==> config.mk <==
export PLATFORM = sky130hd
export DESIGN_NAME = rgb_led_effect_pwm_controller
export DESIGN_NICKNAME = d
export VERILOG_FILES = /design/src/design/rlep_pkg.sv /design/src/design/rlep_state.sv /design/src/design/rlep_scale.sv /design/src/design/rgb_led_effect_pwm_controller.sv
export VERILOG_INCLUDE_DIRS = /design/src /design/src/design
export SDC_FILE = /design/constraint.sdc
export NUM_CORES = 2
export LEC_CHECK = 0
export ABC_CLOCK_PERIOD_IN_PS = 7020
export BUFFER_PORTS_ARGS = -buffer_cell sky130_fd_sc_hd__buf_2
export CAP_MARGIN = 20
export CORE_MARGIN = 1.5
export CORE_UTILIZATION = 51
export CTS_CLUSTER_SIZE = 12
export DETAILED_ROUTE_END_ITERATION = 10
export GPL_ROUTABILITY_DRIVEN = 0
export PLACE_DENSITY = 0.68
export RECOVER_POWER = 25
export SYNTH_ARGS = -nofsm -noshare
export SYNTH_HDL_FRONTEND = slang
export SYNTH_SLANG_ARGS = --single-unit
==> constraint.sdc <==
create_clock -name clk -period 7.02 [get_ports clk]
set_input_delay 0.351 -clock clk [delete_from_list [all_inputs] [get_ports clk]]
set_output_delay 0.351 -clock clk [all_outputs]
set_load 0.01 [all_outputs]
==> src/design/rgb_led_effect_pwm_controller_defines.svh <==
// Assertion macros for the RGB LED effect controller.
// They expect signals named clk and rst in the using scope.
`ifndef RGB_LED_EFFECT_PWM_CONTROLLER_DEFINES_SVH
`define RGB_LED_EFFECT_PWM_CONTROLLER_DEFINES_SVH

`ifndef ASSERT_OFF

`define RLEP_ASSERT_IMP(lbl, ante, cons) \
  lbl: assert property (@(posedge clk) disable iff (rst) (ante) |-> (cons)) \
    else $error("rlep assertion failed: same-cycle implication");

`define RLEP_ASSERT_NXT(lbl, ante, cons) \
  lbl: assert property (@(posedge clk) disable iff (rst) (ante) |=> (cons)) \
    else $error("rlep assertion failed: next-cycle implication");

`else

`define RLEP_ASSERT_IMP(lbl, ante, cons)

`define RLEP_ASSERT_NXT(lbl, ante, cons)

`endif

`endif

==> src/design/rlep_pkg.sv <==
package rlep_pkg;

  localparam logic [1:0] CMD_TICK   = 2'd0;
  localparam logic [1:0] CMD_COLOUR = 2'd1;
  localparam logic [1:0] CMD_EFFECT = 2'd2;

  localparam logic [1:0] FX_OFF   = 2'd0;
  localparam logic [1:0] FX_SOLID = 2'd1;
  localparam logic [1:0] FX_BLINK = 2'd2;

  localparam logic [15:0] RELOAD_RESET = 16'hFFFF;
  localparam logic [15:0] ELAPSED_MAX  = 16'hFFFF;

  // Values seen by the outputs after one request
  typedef struct packed {
    logic [23:0] colour;
    logic        lit;
    logic [1:0]  effect;
  } snap_t;

  // Load strobes of the two scaling stages
  typedef struct packed {
    logic ld_prod;
    logic ld_cmp;
  } pipe_en_t;

endpackage

==> src/design/rlep_state.sv <==
module rlep_state (
  input  logic           clk,
  input  logic           rst,
  input  logic           accept,
  input  logic [1:0]     cmd,
  input  logic [23:0]    colour,
  input  logic [1:0]     effect_req,
  input  logic [15:0]    blink_period,
  output rlep_pkg::snap_t snap_next
);
  import rlep_pkg::*;

  logic [23:0] stored_colour, stored_colour_next;
  logic [23:0] applied_colour, applied_colour_next;
  logic        on_flag, on_flag_next;
  logic [1:0]  effect_mode, effect_mode_next;
  logic [14:0] half_period, half_period_next;
  logic [15:0] elapsed_ms, elapsed_ms_next;
  logic [15:0] elapsed_inc;
  logic [1:0]  req_eff;

  always_comb begin
    stored_colour_next  = stored_colour;
    applied_colour_next = applied_colour;
    on_flag_next        = on_flag;
    effect_mode_next    = effect_mode;
    half_period_next    = half_period;
    elapsed_ms_next     = elapsed_ms;
    elapsed_inc = (elapsed_ms < ELAPSED_MAX) ? elapsed_ms + 16'd1 : elapsed_ms;
    // solid while dark turns into off
    req_eff = (effect_req == FX_SOLID && !on_flag) ? FX_OFF : effect_req;
    unique case (cmd)
      CMD_TICK: begin
        elapsed_ms_next = elapsed_inc;
        if (effect_mode == FX_BLINK && elapsed_inc >= {1'b0, half_period}) begin
          elapsed_ms_next     = '0;
          applied_colour_next = on_flag ? 24'd0 : stored_colour;
          on_flag_next        = !on_flag;
        end
      end
      CMD_COLOUR: begin
        applied_colour_next = colour;
        on_flag_next        = (colour != 24'd0);
        if (colour != 24'd0) begin
          stored_colour_next = colour;
        end
      end
      CMD_EFFECT: begin
        if (effect_req == FX_OFF || effect_req == FX_SOLID || effect_req == FX_BLINK) begin
          applied_colour_next = (req_eff == FX_OFF) ? 24'd0 : stored_colour;
          effect_mode_next    = req_eff;
          elapsed_ms_next     = '0;
          half_period_next    = blink_period[15:1];
        end
      end
      default: begin
        // unknown command: hold everything
      end
    endcase
    snap_next.colour = applied_colour_next;
    snap_next.lit    = on_flag_next;
    snap_next.effect = effect_mode_next;
  end

  always_ff @(posedge clk) begin
    if (rst) begin
      stored_colour  <= '0;
      applied_colour <= '0;
      on_flag        <= 1'b0;
      effect_mode    <= FX_OFF;
      half_period    <= '0;
      elapsed_ms     <= '0;
    end else if (accept) begin
      stored_colour  <= stored_colour_next;
      applied_colour <= applied_colour_next;
      on_flag        <= on_flag_next;
      effect_mode    <= effect_mode_next;
      half_period    <= half_period_next;
      elapsed_ms     <= elapsed_ms_next;
    end
  end

endmodule

==> src/design/rlep_scale.sv <==
module rlep_scale (
  input  logic               clk,
  input  rlep_pkg::pipe_en_t ctl,
  input  logic [15:0]        reload,
  input  logic [7:0]         level,
  output logic [15:0]        compare
);
  import rlep_pkg::*;

  logic [16:0] reload_p1;
  logic [24:0] prod, prod_next;
  logic [49:0] prod_w, recip;
  logic [16:0] quot;
  logic [15:0] compare_next;

  // (reload + 1) * level, at most 24 bits
  assign reload_p1 = {1'b0, reload} + 17'd1;
  assign prod_next = {8'd0, reload_p1} * {17'd0, level};

  // Divide by 255: multiply by 2^24 + 2^16 + 2^8 + 2, keep bits above 2^32.
  // Exact for every product this stage can see.
  assign prod_w = {25'd0, prod};
  assign recip  = (prod_w << 24) + (prod_w << 16) + (prod_w << 8) + (prod_w << 1);
  assign quot   = recip[48:32];
  // clamp underflow to zero
  assign compare_next = (quot == 17'd0) ? 16'd0 : 16'(quot - 17'd1);

  always_ff @(posedge clk) begin
    if (ctl.ld_prod) begin
      prod <= prod_next;
    end
    if (ctl.ld_cmp) begin
      compare <= compare_next;
    end
  end

endmodule

==> src/design/rgb_led_effect_pwm_controller.sv <==
// RGB LED effect controller: each request (millisecond tick, set colour or set effect)
// updates the LED state in the cycle it is accepted and yields one result holding the
// three PWM compare values, the on flag and the current effect. A request is taken every
// cycle while in_stall is low; its result is presented behind three register stages:
// the state stage, a product stage and a divide-by-255 stage. Each stage moves on
// its own, so bubbles close up, and a new request is taken while a finished result waits
// under out_stall as long as an earlier stage is free; in_stall rises only when all three
// stages hold a request and out_stall is high. Write pwm_reload only while nothing is in
// flight.
module rgb_led_effect_pwm_controller (
  input  logic        clk,
  input  logic        rst,
  input  logic        cfg_we,
  input  logic [15:0] cfg_wdata,
  input  logic        in_valid,
  output logic        in_stall,
  input  logic [1:0]  cmd,
  input  logic [23:0] colour,
  input  logic [1:0]  effect_req,
  input  logic [15:0] blink_period,
  output logic        out_valid,
  input  logic        out_stall,
  output logic [15:0] red_compare,
  output logic [15:0] green_compare,
  output logic [15:0] blue_compare,
  output logic        lit,
  output logic [1:0]  effect_now
);
  import rlep_pkg::*;

`include "rgb_led_effect_pwm_controller_defines.svh"

  logic [15:0] pwm_reload;
  logic        accept;
  logic        v1, v2;
  logic        en1, en2, en3;
  snap_t       snap_next, snap;
  logic        lit2;
  logic [1:0]  effect2;
  pipe_en_t    ctl;

  assign en3      = !out_valid || !out_stall;
  assign en2      = !v2 || en3;
  assign en1      = !v1 || en2;
  assign in_stall = !en1;
  assign accept   = in_valid && en1;
  assign ctl      = {en2 && v1, en3 && v2};

  always_ff @(posedge clk) begin
    if (rst) begin
      pwm_reload <= RELOAD_RESET;
    end else if (cfg_we) begin
      pwm_reload <= cfg_wdata;
    end
  end

  rlep_state u_state (
    .clk          (clk),
    .rst          (rst),
    .accept       (accept),
    .cmd          (cmd),
    .colour       (colour),
    .effect_req   (effect_req),
    .blink_period (blink_period),
    .snap_next    (snap_next)
  );

  always_ff @(posedge clk) begin
    if (rst) begin
      v1        <= 1'b0;
      v2        <= 1'b0;
      out_valid <= 1'b0;
    end else begin
      if (en1) begin
        v1 <= accept;
      end
      if (en2) begin
        v2 <= v1;
      end
      if (en3) begin
        out_valid <= v2;
      end
    end
  end

  always_ff @(posedge clk) begin
    if (accept) begin
      snap <= snap_next;
    end
    if (ctl.ld_prod) begin
      lit2    <= snap.lit;
      effect2 <= snap.effect;
    end
    if (ctl.ld_cmp) begin
      lit        <= lit2;
      effect_now <= effect2;
    end
  end

  rlep_scale u_red (
    .clk     (clk),
    .ctl     (ctl),
    .reload  (pwm_reload),
    .level   (snap.colour[23:16]),
    .compare (red_compare)
  );

  rlep_scale u_green (
    .clk     (clk),
    .ctl     (ctl),
    .reload  (pwm_reload),
    .level   (snap.colour[15:8]),
    .compare (green_compare)
  );

  rlep_scale u_blue (
    .clk     (clk),
    .ctl     (ctl),
    .reload  (pwm_reload),
    .level   (snap.colour[7:0]),
    .compare (blue_compare)
  );

  // input held off only when every stage is occupied
  `RLEP_ASSERT_IMP(a_stall_full, in_stall, v1 && v2 && out_valid)
  // a black colour request leaves the LED dark
  `RLEP_ASSERT_NXT(a_black_dark, accept && cmd == CMD_COLOUR && colour == 24'd0,
                   v1 && !snap.lit && snap.colour == 24'd0)
  // an effect never reaches the outputs with the unused code
  `RLEP_ASSERT_IMP(a_effect_code, out_valid,
                   effect_now == FX_OFF || effect_now == FX_SOLID || effect_now == FX_BLINK)

endmodule
==> summary.txt <==
Worst hold path
  – WHS Endpoint: pwm_reload[5]
  – Startpoint of the tightest hold check path: cfg_wdata[5]
  – Class of the most critical hold timing path: in2reg
  – Cell count of the worst hold path: 3

Placed design
  – Placed cells: 4,239
  – Detailed placer's ending HPWL: about 55 mm
  – Count of input and output buffers: approximately 120
  – Post-placement setup slack: 442.8 ps

Clock network
  – Max clock buf depth: 3
  – Number of gates given a new drive strength after cts: 0
  – Root Buffer: clkbuf_16
  – Clock-pin slew on the worst setup and hold paths: 70 ps
  – CTS tree: done
  – Num CTS Buffers: 31
  – Post-CTS Setup Inserts: 0
  – H-tree levels: 1
  – Hold_buf cts: 29
  – Total number of clock tree sinks: around 260
  – Clock network latency to the later pin of the worst-skew pair: 600 ps

GRT
  – Wire length of the first global-routing pass: around 120 mm
  – Overall Global Routing Usage: ~23%
  – Global route overflow: 0
  – Initial antenna violation count: 4
  – Largest net degree at the start of global routing: between 60 and 70
  – Vias in the first global route: roughly 24,000

Timing
  – Final worst clock skew: roughly 13 ps
  – Setup repair after global routing missed its margin: false
  – Final slew viol count: ~150
  – Final count of hold timing violations: 0
  – Transition time of the tightest slew-check pin: between 3000 and 4000 ps
  – Finish-stage setup viols: 0
  – Post-layout minimum cycle time: around 6600 ps
  – Worst slew margin relative to its limit: -118.6%
  – Period utilization: 93.71%
  – Highest clock frequency the design can meet: around 0.15 GHz
  – Fin worst setup slack: around 440 ps
  – Total Neg Setup Slack: 0 ps

Worst setup path
  – RR Startpoint: pwm_reload[1]
  – Worst r2r path cells: 21
  – Signal arrival time at the worst endpoint: slightly below 7000 ps
  – Critical Path End Type: flip-flop
  – FF-to-FF End: u_red.prod[24]
  – Sort of element at the start of the critical path: flip-flop
  – Category of the critical setup timing path: reg2reg
  – Worst-case register-to-register setup slack: ~440 ps
  – Required time of the worst setup path: about 7400 ps
  – Maximum fanout encountered on the critical timing path: 15

Detailed routing
  – DR pass1 iterations: 5
  – Violation count after the first detailed-route iteration: about 1,100
  – Remaining antenna violation count after routing: 0
  – Avg Vias per Cell: ~5.5
  – Post-detailed-routing wire length: about 72 mm
  – Routed length per instance: around 17 um
  – Residual DRC count: 0
  – Via total after detailed routing: between 20,000 and 25,000

Yosys
  – Most frequently used flop master after synthesis: edfxtp_1
  – Total of flip-flops plus latches after synthesis: ~260
  – Number of enable flip-flop cells after synthesis: roughly 160
  – Average size of a mapped cell: ~9.4 um2
  – Portion of synthesized cell area occupied by the leading cell type: between 20 and 25%
  – Number of unique standard cell types used by synthesis: just under 100
  – Fraction of the yosys area taken by sequential cells: around a fifth
  – Top area cells in the synthesized netlist: fa_1 (21%), ha_1 (15%), edfxtp_1 (15%)
  – Async set-or-reset flop fraction in the synthesized netlist: 0%
  – Number of warnings printed during yosys synthesis: 0
  – Cell type with the highest aggregate area in the netlist: fa_1
  – Mapped Nets: between 4,000 and 5,000
  – Post-Syn Instances: 3,373
  – Cell area after synthesis: about 32,000 um2

Floorplan
  – Initial standard-cell utilization of the core: about half
  – DIE AREA: roughly 64,000 um2
  – Number of top-level pins: about 120
  – Die Y: roughly 250 um
  – Overall die width: between 200 and 300 um
  – Core area: around 62,000 um2
  – FP Rows: between 90 and 100

Layout
  – Final standard cell count with taps included and fillers excluded: 4,333
  – Fraction of layout instances using a drive strength above 1: under 10%
  – Area Growth Syn to Fin: 8.792%
  – # nets final: between 4,000 and 5,000

Outcome
  – Failing checks: capacitance limit, slew limit
  – Status: complete, but fails checks

Job
  – Number of violations of the max-capacitance limit: 3
==> critical path, stage by stage, from the launching register on <==
cell and delay, ps:
dfxtp_1 370, ha_1 190, nand3_1 220, nor3_1 580, xnor2_2 330, buf_4 360, nor2b_1 100, fa_1 510
fa_1 510, fa_1 490, inv_1 50, fa_1 470, inv_1 40, ha_1 360, a21oi_1 90, a31oi_1 240
a41oi_1 190, a2111oi_0 670, o21a_1 210, o21a_1 130, o41ai_1 80, xnor2_1 130
==> cells by family after synthesis <==
| logic type | Yosys count | synth area share (%) |
|---|---|---|
| xor+xnor | 131 | 3.606 |
| compound gates | 563 | 11.78 |
| mux | 86 | 2.807 |
| simple gates | 1151 | 19.23 |
| buf+inv | 469 | 5.631 |
| flops | 257 | 21.08 |
| fa+ha+maj | 716 | 35.87 |
==> per-stage QoR <==
stage,hold WS [ps],area [um2],util [%]
floorplan,400.3,31820,-
global placement,402.3,33350,54.04
detailed placement,405.6,33350,54.04
CTS,0.1042,34650,56.15
global route,27.88,34620,56.09
finish,23.48,34620,56.10
==> state kept, by name, indices dropped and copies added (netlist names) <==
name                    flops
snap                       27
effect2                     2
u_state.elapsed_ms         16
v1                          1
u_state.half_period        15
u_state.stored_colour      24
v2                          1
u_state.effect_mode         2
u_blue.prod                25
u_blue.compare             16
u_green.prod               25
u_red.compare              16
out_valid                   1
pwm_reload                 16
u_state.applied_colour     24
u_red.prod                 25
lit                         1
effect_now                  2
lit2                        1
u_state.on_flag             1
u_green.compare            16
==> cells in the mapped netlist, types with 5 or more instances <==
| master | number |
|---|---|
| or3_1 | 10 |
| mux2i_1 | 60 |
| clkbuf_1 | 108 |
| and2_1 | 109 |
| nand2_1 | 209 |
| a32oi_1 | 11 |
| a31oi_1 | 8 |
| and4_1 | 8 |
| or2_2 | 20 |
| o31ai_1 | 6 |
| o211ai_1 | 19 |
| o21ai_0 | 99 |
| nor4_1 | 16 |
| xnor2_1 | 84 |
| nand3_1 | 88 |
| inv_1 | 349 |
| a311oi_1 | 25 |
| xor2_1 | 47 |
| a211oi_1 | 13 |
| a22oi_1 | 5 |
| fa_1 | 327 |
| nor3_1 | 49 |
| nand2b_1 | 43 |
| mux2_2 | 26 |
| a21o_1 | 54 |
| a31o_2 | 5 |
| and3_1 | 28 |
| o21bai_1 | 10 |
| dfxtp_1 | 101 |
| a21boi_0 | 8 |
| nor3b_1 | 11 |
| a211o_1 | 10 |
| ha_1 | 389 |
| nand3b_1 | 8 |
| nor2b_1 | 284 |
| o21a_1 | 45 |
| o22ai_1 | 5 |
| a21oi_1 | 169 |
| nor2_1 | 211 |
| a41oi_1 | 8 |
| edfxtp_1 | 156 |
| nand4_1 | 28 |
==> cell type report <==
class / instances / area (um2)
clock inverters: 17 / 166.4
clock buffers: 41 / 844.6
inverters: 349 / 1310
repair buffers: 181 / 1102
multi-input cells: 2647 / 23430
flip-flops and latches: 257 / 6706
diodes: 4 / 10.01
well taps: 837 / 1047
fillers: 5528 / 27090
==> metal layers <==
layer,routed length [um],global-route usage [%],vias up
met2,33910,39.61,472
li1,-,-,11720
met3,3299,2.806,92
met5,0,0,-
met4,1586,5.560,0
met1,33050,31.03,11660
==> placed cells by master, fill, tap and decap left out, drive strengths merged, types with 29 or more instances in the layout <==
master / instances
nor3: 49
nand3: 89
inv: 353
o21ai: 104
xnor2: 84
edfxtp: 156
nor2: 214
and3: 29
nand2b: 43
dfxtp: 101
a21oi: 172
nor2b: 284
dlygate4sd3: 29
a21o: 56
clkbuf: 97
nand2: 209
o21a: 45
and2: 110
mux2i: 60
buf: 96
ha: 389
fa: 327
xor2: 47
==> worst max-delay path by stage <==
stage / startpoint / slack (ps) / to / cells after the start
final: pwm_reload[1] / 440 / u_red.prod[24] / 21
after global routing: pwm_reload[0] / 10 / u_green.prod[24] / 20
after CTS: pwm_reload[0] / 430 / u_blue.prod[23] / 23
after detailed placement: pwm_reload[0] / 440 / u_blue.prod[23] / 23
after global placement: pwm_reload[0] / 530 / u_green.prod[24] / 20
after floorplan: pwm_reload[0] / 930 / u_blue.prod[23] / 22
Power is left out: the tool's default activity adds up to more than one toggle a clock period on the data nets, which glitch-free logic cannot reach.
